File: config.mk
export PLATFORM = sky130hd
export DESIGN_NAME = usb_bulk_endpoint_finder
export DESIGN_NICKNAME = d
export VERILOG_FILES = /design/src/hdl/ubef_pkg.sv /design/src/hdl/ubef_parse.sv /design/src/hdl/usb_bulk_endpoint_finder.sv
export VERILOG_INCLUDE_DIRS = /design/src /design/src/hdl
export SDC_FILE = /design/constraint.sdc
export NUM_CORES = 1
export LEC_CHECK = 0
export BUFFER_PORTS_ARGS = -buffer_cell sky130_fd_sc_hd__buf_2
export CAP_MARGIN = 20
export CORE_ASPECT_RATIO = 1.5
export CORE_UTILIZATION = 35
export CTS_CLUSTER_DIAMETER = 30
export DETAILED_ROUTE_END_ITERATION = 8
export REMOVE_ABC_BUFFERS = 1
export SETUP_SLACK_MARGIN = 0.05
export SLEW_MARGIN = 20
export SYNTH_ARGS = -nofsm -noshare
export SYNTH_HDL_FRONTEND = slang
export SYNTH_HIERARCHICAL = 1
export SYNTH_SLANG_ARGS = --single-unit
File: constraint.sdc
create_clock -name clk_i -period 4.9 [get_ports clk_i]
set_clock_uncertainty 0.15 [all_clocks]
set_input_delay 0.98 -clock clk_i [delete_from_list [all_inputs] [get_ports clk_i]]
set_output_delay 0.98 -clock clk_i [all_outputs]
set_load 0.005 [all_outputs]
File: src/hdl/usb_bulk_endpoint_finder_assert.svh
// Assertion macros shared by the bulk endpoint finder modules.
`ifndef USB_BULK_ENDPOINT_FINDER_ASSERT_SVH
`define USB_BULK_ENDPOINT_FINDER_ASSERT_SVH

// Same-cycle implication, checked on every clock edge outside reset.
`define UBEF_ASSERT_IMP(lbl, ante, cons, msg) \
  lbl: assert property (@(posedge clk_i) disable iff (!rst_ni) (ante) |-> (cons)) \
    else $error(msg);

// Next-cycle implication, checked on every clock edge outside reset.
`define UBEF_ASSERT_NXT(lbl, ante, cons, msg) \
  lbl: assert property (@(posedge clk_i) disable iff (!rst_ni) (ante) |=> (cons)) \
    else $error(msg);

`endif

File: src/hdl/ubef_pkg.sv
// Types and constants of the USB bulk endpoint finder.
package ubef_pkg;

  localparam logic [7:0] TypeEndpoint  = 8'd5;
  localparam logic [7:0] MinEpLength   = 8'd7;
  localparam logic [7:0] XferMask      = 8'h03;
  localparam logic [7:0] XferBulk      = 8'd2;
  localparam logic [7:0] DirInBit      = 8'h80;

  typedef struct packed {
    logic [7:0] data_byte;
    logic       last_byte;
  } in_beat_t;

  typedef struct packed {
    logic        found;
    logic [7:0]  in_endpoint_address;
    logic [7:0]  out_endpoint_address;
    logic [15:0] in_max_packet;
    logic [15:0] out_max_packet;
  } out_beat_t;

endpackage

File: src/hdl/ubef_parse.sv
// Descriptor chain parser: per-byte state update and endpoint latching.
module ubef_parse (
  input  logic               clk_i,
  input  logic               rst_ni,
  input  logic               beat_valid_i,
  input  ubef_pkg::in_beat_t beat_i,
  output ubef_pkg::out_beat_t result_o
);

  `include "usb_bulk_endpoint_finder_assert.svh"

  logic [7:0]  pos_q, pos_d;
  logic [7:0]  len_q, len_d;
  logic [7:0]  type_q, type_d;
  logic [7:0]  addr_q, addr_d;
  logic [7:0]  attr_q, attr_d;
  logic [7:0]  pkt_lo_q, pkt_lo_d;
  logic [7:0]  pkt_hi_q, pkt_hi_d;
  logic        stopped_q, stopped_d;
  logic [7:0]  in_addr_q, in_addr_d;
  logic [7:0]  out_addr_q, out_addr_d;
  logic [15:0] in_pkt_q, in_pkt_d;
  logic [15:0] out_pkt_q, out_pkt_d;

  always_comb begin
    logic stop_now;
    logic ends;
    stop_now   = 1'b0;
    ends       = 1'b0;
    pos_d      = pos_q;
    len_d      = len_q;
    type_d     = type_q;
    addr_d     = addr_q;
    attr_d     = attr_q;
    pkt_lo_d   = pkt_lo_q;
    pkt_hi_d   = pkt_hi_q;
    stopped_d  = stopped_q;
    in_addr_d  = in_addr_q;
    out_addr_d = out_addr_q;
    in_pkt_d   = in_pkt_q;
    out_pkt_d  = out_pkt_q;

    if (beat_valid_i && !stopped_q) begin
      case (pos_q)
        8'd0: begin
          if (beat_i.data_byte == 8'd0) begin
            stop_now  = 1'b1;
            stopped_d = 1'b1;
          end else begin
            len_d  = beat_i.data_byte;
            type_d = 8'd0;
          end
        end
        8'd1: type_d   = beat_i.data_byte;
        8'd2: addr_d   = beat_i.data_byte;
        8'd3: attr_d   = beat_i.data_byte;
        8'd4: pkt_lo_d = beat_i.data_byte;
        8'd5: pkt_hi_d = beat_i.data_byte;
        default: ;
      endcase

      if (!stop_now) begin
        ends = ({1'b0, pos_q} + 9'd1) >= {1'b0, len_d};
        if (ends) begin
          pos_d = 8'd0;
          if (type_d == ubef_pkg::TypeEndpoint && len_d >= ubef_pkg::MinEpLength &&
              (attr_d & ubef_pkg::XferMask) == ubef_pkg::XferBulk) begin
            if ((addr_d & ubef_pkg::DirInBit) != 8'd0) begin
              in_addr_d = addr_d;
              in_pkt_d  = {pkt_hi_d, pkt_lo_d};
            end else begin
              out_addr_d = addr_d;
              out_pkt_d  = {pkt_hi_d, pkt_lo_d};
            end
          end
        end else begin
          pos_d = pos_q + 8'd1;
        end
      end
    end

    result_o.found                = (in_addr_d != 8'd0) && (out_addr_d != 8'd0);
    result_o.in_endpoint_address  = in_addr_d;
    result_o.out_endpoint_address = out_addr_d;
    result_o.in_max_packet        = in_pkt_d;
    result_o.out_max_packet       = out_pkt_d;

    if (beat_valid_i && beat_i.last_byte) begin
      pos_d      = 8'd0;
      len_d      = 8'd0;
      type_d     = 8'd0;
      addr_d     = 8'd0;
      attr_d     = 8'd0;
      pkt_lo_d   = 8'd0;
      pkt_hi_d   = 8'd0;
      stopped_d  = 1'b0;
      in_addr_d  = 8'd0;
      out_addr_d = 8'd0;
      in_pkt_d   = 16'd0;
      out_pkt_d  = 16'd0;
    end
  end

  always_ff @(posedge clk_i or negedge rst_ni) begin
    if (!rst_ni) begin
      pos_q      <= 8'd0;
      len_q      <= 8'd0;
      type_q     <= 8'd0;
      addr_q     <= 8'd0;
      attr_q     <= 8'd0;
      pkt_lo_q   <= 8'd0;
      pkt_hi_q   <= 8'd0;
      stopped_q  <= 1'b0;
      in_addr_q  <= 8'd0;
      out_addr_q <= 8'd0;
      in_pkt_q   <= 16'd0;
      out_pkt_q  <= 16'd0;
    end else begin
      pos_q      <= pos_d;
      len_q      <= len_d;
      type_q     <= type_d;
      addr_q     <= addr_d;
      attr_q     <= attr_d;
      pkt_lo_q   <= pkt_lo_d;
      pkt_hi_q   <= pkt_hi_d;
      stopped_q  <= stopped_d;
      in_addr_q  <= in_addr_d;
      out_addr_q <= out_addr_d;
      in_pkt_q   <= in_pkt_d;
      out_pkt_q  <= out_pkt_d;
    end
  end

  `UBEF_ASSERT_NXT(a_last_clears, beat_valid_i && beat_i.last_byte,
                   pos_q == 8'd0 && !stopped_q && in_addr_q == 8'd0 && out_addr_q == 8'd0,
                   "Parser state not cleared after the last beat.")
  `UBEF_ASSERT_IMP(a_stop_at_start, stopped_q, pos_q == 8'd0,
                   "Parsing stopped inside a descriptor.")
  `UBEF_ASSERT_IMP(a_dir_bits, 1'b1, (in_addr_q == 8'd0 || in_addr_q[7]) && !out_addr_q[7],
                   "Latched endpoint has the wrong direction bit.")

endmodule

File: src/hdl/usb_bulk_endpoint_finder.sv
// Top level of the USB bulk endpoint finder: input register, parser and result register.
// The block takes one descriptor byte per cycle, with no bubbles, as long as the result side
// does not stall. Each beat is captured in an input register and parsed from there; when
// the beat marked last is parsed, its result beat is written to the output register, so a
// result is offered only after its last byte has passed the input and the output register.
// Once in the input register, a beat that is not marked last never waits for the result side;
// a last beat waits there only while an earlier result is still held and stalled, and the
// input stalls behind it.
module usb_bulk_endpoint_finder (
  input  logic                clk_i,
  input  logic                rst_ni,
  input  logic                in_valid_i,
  output logic                in_stall_o,
  input  ubef_pkg::in_beat_t  in_beat_i,
  output logic                out_valid_o,
  input  logic                out_stall_i,
  output ubef_pkg::out_beat_t out_beat_o
);

  `include "usb_bulk_endpoint_finder_assert.svh"

  logic                s1_valid_q;
  ubef_pkg::in_beat_t  s1_beat_q;
  logic                advance;
  logic                out_valid_q;
  ubef_pkg::out_beat_t out_beat_q;
  ubef_pkg::out_beat_t result;

  assign advance    = s1_valid_q && (!s1_beat_q.last_byte || !out_valid_q || !out_stall_i);
  assign in_stall_o = s1_valid_q && !advance;

  always_ff @(posedge clk_i or negedge rst_ni) begin
    if (!rst_ni) begin
      s1_valid_q <= 1'b0;
    end else if (!in_stall_o) begin
      s1_valid_q <= in_valid_i;
    end
  end

  always_ff @(posedge clk_i) begin
    if (in_valid_i && !in_stall_o) begin
      s1_beat_q <= in_beat_i;
    end
  end

  ubef_parse u_parse (
    .clk_i        (clk_i),
    .rst_ni       (rst_ni),
    .beat_valid_i (advance),
    .beat_i       (s1_beat_q),
    .result_o     (result)
  );

  always_ff @(posedge clk_i or negedge rst_ni) begin
    if (!rst_ni) begin
      out_valid_q <= 1'b0;
    end else if (advance && s1_beat_q.last_byte) begin
      out_valid_q <= 1'b1;
    end else if (!out_stall_i) begin
      out_valid_q <= 1'b0;
    end
  end

  always_ff @(posedge clk_i) begin
    if (advance && s1_beat_q.last_byte) begin
      out_beat_q <= result;
    end
  end

  assign out_valid_o = out_valid_q;
  assign out_beat_o  = out_beat_q;

  `UBEF_ASSERT_IMP(a_stall_needs_beat, in_stall_o, s1_valid_q,
                   "Input stalled with an empty input register.")
  `UBEF_ASSERT_IMP(a_result_from_last, $rose(out_valid_o),
                   $past(s1_valid_q && s1_beat_q.last_byte),
                   "Result beat without a last byte.")
  `UBEF_ASSERT_IMP(a_found_flag, out_valid_o,
                   out_beat_o.found == (out_beat_o.in_endpoint_address != 8'd0 &&
                                        out_beat_o.out_endpoint_address != 8'd0),
                   "Found flag disagrees with the addresses.")

endmodule

======== After elaboration in Yosys (flattened, before gate mapping) ========
Cells that the tools add are included.
storage, ports and cells
  word-level logic and storage cells ...... 120
  register bits ........................... 159
operators by class
  add/sub/neg operators ................... 2
  equality and inequality tests ........... 9
  magnitude comparators ................... 2
  mux-type cells .......................... 61
  reductions and logical operators ........ 25
operators by type and width
  operator                                                           number
  two-way mux 8 bit                                                  35
  two-way mux 16 bit                                                 12
  == test 8 x 3 -> 1 bit, second input constant                      3
  == test 8 x 2 -> 1 bit, second input constant                      2
  zero test 8 bit                                                    2
  case mux 8 bit (2 select lines)                                    1
  nonzero test 8 bit                                                 2
  adder 8 x 1 -> 9 bit, second input constant                        1
  greater-or-equal comparator 9 x 8 -> 1 bit                         1
  two-way mux 1 bit                                                  9
  adder 8 x 1 -> 8 bit, second input constant                        1
  == test 8 x 1 -> 1 bit, second input constant                      1
  greater-or-equal comparator 8 x 3 -> 1 bit, second input constant  1
  logical AND 1 bit                                                  8
  two-way mux 2 bit                                                  4
  zero test 1 bit                                                    6
  nonzero test 2 bit                                                 3
  AND reduction 3 bit                                                1
  == test 2 bit, second input constant                               1
  logical OR 1 bit                                                   2
  != test 2 x 1 -> 1 bit, second input constant                      1
  != test 2 bit, second input constant                               1
  AND reduction 2 bit                                                1

======== Logic depth before layout (Yosys ltp) ========
Gate-level depths: netlist (run 1).
  word-level depth ........................ 15
  depth in mapped cells ................... 19
  gate-level depth less buffers ........... 15

======== By module ========
Netlist (run 1), hierarchy kept.
by module, submodules not included
  module                    cells an instance  area an instance (um2)  sequential area each (um2)  times used
  ubef_parse                584                5530.3                  2477.4                      1
  usb_bulk_endpoint_finder  70                 1846.8                  1791.7                      1

======== Worst setup path after synthesis (run 1) ========
Ideal clock, no wire load.
  kind .................................... input to register
  start ................................... in out_stall_i
  end ..................................... reg out_beat_q (netlist bit out_beat_o[0]) (enable)
  buffers on the path ..................... 0
  stages on the path ...................... 1
  data arrival time ....................... 3.328 ns
  library setup time ...................... 0.472 ns
  slack ................................... 0.950 ns
  cells stage by stage .................... a21oi_1
on the way
  longest elaborated chain between the ends .. 4
RTL lines
  what                  RTL line                        text
  from (decl)           usb_bulk_endpoint_finder.sv:16  input logic out_stall_i,
  zero test 1 bit       n/a
  logical OR 1 bit      usb_bulk_endpoint_finder.sv:29  assign advance = s1_valid_q && (!s1_beat_q.last_byte || !out_valid_q || !out_stall_i);
  logical AND 1 bit     usb_bulk_endpoint_finder.sv:29
  logical AND 1 bit     usb_bulk_endpoint_finder.sv:65  if (advance && s1_beat_q.last_byte) begin
  to (signal assigned)  usb_bulk_endpoint_finder.sv:66  out_beat_q <= result;
  to (decl)             usb_bulk_endpoint_finder.sv:26  ubef_pkg::out_beat_t out_beat_q;
No other way between the ends.
A chain may end at the register's enable or synchronous reset.

==> run metrics, run 1 <==
outcome finished clean; antenna diode count 0; TritonCTS Sinks 159; vias in the first global route 5314; VDD IR-drop max 241 uV; Core ar. 0.0205 sq mm; count leader, synth dfrtp_1; Layout Cells excl Fill 990; TritonCTS clock tree built; CTS root buffer clkbuf_16; WL/cell 17.3 um; Area contributors post-synth dfrtp_1 (34%), edfxtp_1 (24%), nand2_1 (4.1%); final instance area 0.00860 sq mm; largest net degree at the start of global routing 66; Vias between 5000 and 6000; H-tree depth 4; worst-path cell chain inv_1 > ha_1 > and4b_1 > nand2_2 > nand2_1 > nand2_1 > ha_1 > nand2b_1 > a21oi_1 > a31oi_1 > a21boi_2 > o21ai_2 > a2111oi_4 > buf_4 > a21oi_1 > a2bb2oi_1; worst-path fanout max 47; Async SR Flop Fraction 0.635; Area growth, synth to finish 16.6%; GRT Overall Usage 0.166; r2r endpoint out_beat_o[48]; Mapped Area 0.00738 sq mm; total setup buffers inserted after CTS 0; Tcrit/Tclk final 0.884; Synth warnings 6; slowest stage cell, crit path and4b_1; initial antenna violation count 0; DR iter-0 viols 318; final core occ 0.420; max-cap check violation count 0; Fmax 231 MHz; FF-to-FF Start u_parse/pos_q[0]; routability cong. 0.862; Clk Latency, worst-skew pair 0.42 ns; worst reg2reg setup slack 0.57 ns; clock transition at the registers of the reported paths 0.07 ns; die area around 0.022 sq mm; crit path DAT 4.35 ns; Hold Path Sink u_parse/len_q[3]; # DRC 0; most common flop cell mapped by yosys dfrtp_1; DRT Pass-1 Iters 7; pwr/cell area 395 mW/mm^2; Reg2Reg Depth 16; FF+latch count, synth 159; post_cts resized 0; Hold Vio Cnt, Final 0; hold depth 2; Cells after Synth 654; kind of end point of the critical path register; I/O pins 64; Worst-Margin Slew 0.866 ns; row cnt 64; Synth area leader dfrtp_1; Avg Cell Area, Syn 11.3 sq um; Final Critical Period between 4 and 5 ns; Final TNS setup 0 ns; relative slew slack 0.423; fraction of layout cells with a size suffix above 1 0.244; Post-Place Cells 957; post-route ant nets 0; CTS hold repair buffers 0; kind of critical path reg2reg; Placed Area 0.00797 sq mm; Vias/cell 5.27; final setup fails 0; most common library cells after synthesis dfrtp_1 (101), nand2_1 (81), edfxtp_1 (58), a21oi_1 (56), nand3_1 (49); IO buf count 63; die height 180 um; slowest stage delay, CP 0.47 ns; distinct cell type count after synthesis 59; RSZ-0062 raised after global routing false; fillcell total 2011; Bufs on Longest Clock Path 2; register area share after synthesis 0.579; Layout Nets 737; CP startpoint kind register; number of CTS-inserted buffers 17; count of final max-slew check failures 0; Post-Route WL 17.2 mm; Die W 121 um; GRT overflow 0; leakage between 3 and 4 nW; Hold Crit Class reg2reg; effective utilization at floorplan 0.360; post-synth top area share 0.343; Post-DP HPWL 11.5 mm; global-route wire length before repair 27.9 mm; number of synthesized flops with an enable pin 58; CP required 4.92 ns; hold_sp u_parse/len_q[3]
[sequential cells by signal, summed over array words and instances, names as in the netlist, 9 cells and up]
| signal | cells |
|---|---|
| s1_beat_q | 9 |
| out_beat_o | 49 |
| u_parse/in_pkt_q | 16 |
| u_parse/out_pkt_q | 16 |
[placed cells by master, fill, tap and decap left out, types with 11 or more instances in the layout]
cell       netlist  final
a22o_1          33     33
nand3_1         49     49
o21ai_0         37     36
nand2_1         81     81
clkbuf_16        0     17
buf_4            4     20
a21oi_1         56     55
o21ai_1         19     20
nor2_1          16     16
buf_2           10     62
edfxtp_1        58     58
o21ai_2         11     11
dfrtp_1        101    101
mux2_2          21     21
ha_1            11     11
[power breakdown]
group	switching, W	leakage [nW]	internal (W)
clock network	0.000573	0.298	0.000784
registers	0.0000423	1.96	0.00144
logic	0.000358	1.72	0.000196
total	0.000973	3.97	0.00242
[worst max-delay path, delay by kind of cell (launching register included)]
family                   cells  cell delay (ns)
AO/OA/AOI/OAI                7             1.49
AND/OR/NAND/NOR              5             0.92
adder cells (fa/ha/maj)      2             0.59
flip-flops                   1             0.46
buffers and inverters        2             0.43
[metrics by stage]
step / hold WS, ns / setup slack (ns) / power [W]
2_1_floorplan: 0.282 / 0.262 / 0.00187
3_3_place_gp: 0.309 / 0.709 / 0.00206
3_5_place_dp: 0.304 / 0.635 / 0.00206
4_1_cts: 0.329 / 0.580 / 0.00342
5_1_grt: 0.358 / 0.191 / 0.00355
6_report: 0.333 / 0.566 / 0.00340
[how the worst max path moves through the flow]
stage | end | depth (start not counted) | start
after global placement | out_beat_o[48] | 16 | u_parse/pos_q[0]
after detailed placement | out_beat_o[48] | 16 | u_parse/pos_q[0]
after floorplan | out_beat_o[48] | 15 | u_parse/pos_q[0]
after global routing | out_beat_o[48] | 16 | u_parse/pos_q[0]
final | out_beat_o[48] | 16 | u_parse/pos_q[0]
after CTS | out_beat_o[48] | 16 | u_parse/pos_q[0]
[routing by layer]
metal  vias up  wire length (um)  global-route usage
met4         0               320              0.0657
met5         -                 0                   0
met3        16               562              0.0270
li1       2519                 -                   -
met2       111              9090               0.294
met1      2576              7200               0.199
[cell families (layout without fill, tap and decap cells)]
kind of cell,after synthesis,after routing,share of synthesized area
adders and majority gates,11,11,0.0187
xor gates and xnor gates,6,6,0.00712
DFF,159,159,0.579
muxes,26,26,0.0395
AOI/OAI and AO/OA,183,183,0.161
buffers and inverters,54,126,0.0377
and+or+nand+nor,215,215,0.157
[layout make-up]
class	instances	area (sq um)	share of cell area
flip-flops and latches	159	4270	0.496
multi-input cells	441	2850	0.331
clock buffers	18	439	0.0510
clock inverters	14	171	0.0199
well taps	264	330	0.0384
repair buffers	84	508	0.0590
inverters	10	37.5	0.00436
Note: power is estimated with default switching activity, not from simulation.
==> inputs of run 2 (changes only) <==
--- a/config.mk
+++ b/config.mk
@@ -8,7 +8,7 @@
 export LEC_CHECK = 0
 export BUFFER_PORTS_ARGS = -buffer_cell sky130_fd_sc_hd__buf_2
 export CAP_MARGIN = 20
-export CORE_ASPECT_RATIO = 1.5
+export CORE_ASPECT_RATIO = 0.75
 export CORE_UTILIZATION = 35
 export CTS_CLUSTER_DIAMETER = 30
 export DETAILED_ROUTE_END_ITERATION = 8
==> run 2 against run 1 <==
Routed wire length fell by 0.79%. Global-route usage grew 0.20 points. Worst setup slack lost 0.050 ns. Core utilization grew 0.052 points. First-iteration DRC count up 20%. Sequential power about the same.
==> run metrics, run 2 (synthesis results as in run 1) <==
antenna diode count 0 (unchanged); Final Critical Period 4.38 ns (+0.0500 ns); Post-Route WL 17.0 mm (-0.79%); fraction of layout cells with a size suffix above 1 0.238 (-0.00557); clock transition at the registers of the reported paths 0.07 ns (about the same); Buf+Inv Stages, Crit Path 1 (-1); WL/cell 17.0 um (-2.2%); # DRC 0 (unchanged); TritonCTS clock tree built; TritonCTS Sinks 159 (unchanged); Vias/cell 5.18 (-1.7%); die area 0.0217 sq mm (about the same); outcome finished clean; count of final max-slew check failures 0 (unchanged); Die W 170 um (+41%); routability cong. 0.822 (-4.6%); Hold Crit Class in2async; Vias 5204 (-0.34%); Bufs on Longest Clock Path 2 (unchanged); DRT Pass-1 Iters 5 (-2); row cnt 45 (-30%); dpl ws 0.583 ns (-0.0521 ns); vias in the first global route 5026 (-5.4%); Final TNS setup 0 ns (unchanged); most common cell after layout, fill and taps aside dfrtp_1; largest net degree at the start of global routing 50 (-24%); GRT overflow 0 (unchanged); worst reg2reg setup slack 0.52 ns (-0.05 ns); leakage 3.95 nW (-0.52%); relative slew slack 0.421 (-0.00155); slowest stage cell, crit path edfxtp_1; post_cts resized 0 (unchanged); I/O pins 64 (unchanged); die height 128 um (-29%); kind of end point of the critical path register; hold slack final 0.299 ns (-0.0332 ns); DR iter-0 viols 381 (+20%); commonest cells after routing, fill and taps aside dfrtp_1 (101), nand2_1 (81), buf_2 (62), edfxtp_1 (58), a21oi_1 (55); GRT Overall Usage 0.168 (+0.00198); VDD IR-drop max 250 uV (+3.8%); Core ar. 0.0204 sq mm (-0.30%); CP startpoint kind register; crit path DAT 4.40 ns (+0.05 ns); post-route ant nets 0 (unchanged); CTS hold repair buffers 0 (unchanged); crit-path most repeated cell a21oi_1; max-cap check violation count 0 (unchanged); slowest stage delay, CP 0.57 ns (+0.10 ns); initial antenna violation count 0 (unchanged); Tcrit/Tclk final 0.895 (+0.0102); RSZ-0062 raised after global routing false; pwr/cell area 399 mW/mm^2 (+0.93%); worst-path cell chain nor4_2 > nand2_1 > nand2_2 > mux2i_1 > ha_1 > a21oi_1 > a31oi_1 > a21boi_2 > o21ai_2 > a2111oi_4 > buf_4 > a21oi_1 > a2bb2oi_1; number of flip-flops under the largest register name 49 (unchanged); effective utilization at floorplan 0.361 (+0.00108); Worst-Margin Slew 0.868 ns (+0.00232 ns); Layout Nets 733 (-0.54%); Placed Area 0.00797 sq mm (unchanged); Hold Vio Cnt, Final 0 (unchanged); Clk Latency, worst-skew pair 0.43 ns (about the same); final worst slack 0.516 ns (-0.0500 ns); Fmax 228 MHz (-1.1%); total setup buffers inserted after CTS 0 (unchanged); kind of critical path reg2reg; final setup fails 0 (unchanged); global-route wire length before repair 27.7 mm (-0.77%); worst-path fanout max 47 (unchanged); family with the most delay on the worst path compound AO/OA/AOI/OAI gates; Post-DP HPWL 11.1 mm (-3.8%); number of CTS-inserted buffers 17 (unchanged); IO buf count 63 (unchanged); CTS root buffer clkbuf_16; Area growth, synth to finish 16.4%; CP required 4.92 ns (about the same); H-tree depth 4 (unchanged); final instance area 0.00859 sq mm (-0.17%)
run 2: cell type report:
| cell class | count | area [sq um] |
|---|---|---|
| Clock buffer | 18 | 429 |
| Clock inverter | 14 | 190 |
| Fill cell | 1973 | 11900 |
| Inverter | 10 | 37.5 |
| Multi-Input combinational cell | 441 | 2850 |
| Sequential cell | 159 | 4270 |
| Tap cell | 282 | 353 |
| Timing Repair Buffer | 80 | 458 |
run 2: path summary, 6_finish.rpt:
kind	to	cells past startpoint	startpoint
min in group clk_i	u_parse/attr_q[1]	1	u_parse/attr_q[1]
hold / removal	u_parse/out_pkt_q[13]	1	rst_ni
setup / recovery	out_beat_o[48]	13	s1_beat_q[3]
max in group asynchronous	u_parse/pkt_hi_q[7]	2	rst_ni
hold reg to reg	u_parse/attr_q[1]	1	u_parse/attr_q[1]
setup reg to reg	out_beat_o[48]	13	s1_beat_q[3]
run 2: power breakdown:
group	leakage (nW)	internal (W)	switching [W]
combinational	1.70	0.000190	0.000347
sequential	1.96	0.00144	0.0000472
clock	0.302	0.000854	0.000541
run 2: per-layer routing:
metal,part of all wire,vias up,global-route usage
li1,-,2511,-
met4,0.011,0,0.0514
met5,0,-,0
met1,0.53,2543,0.263
met2,0.41,134,0.227
met3,0.044,16,0.0367
run 2: metrics by stage:
stage	total power, W	instances	utilization
floorplan	0.00187	610	-
global placement	0.00205	972	0.390
global route	0.00358	1004	0.420
finish	0.00342	1004	0.420
detailed placement	0.00205	972	0.390
CTS	0.00345	1004	0.420
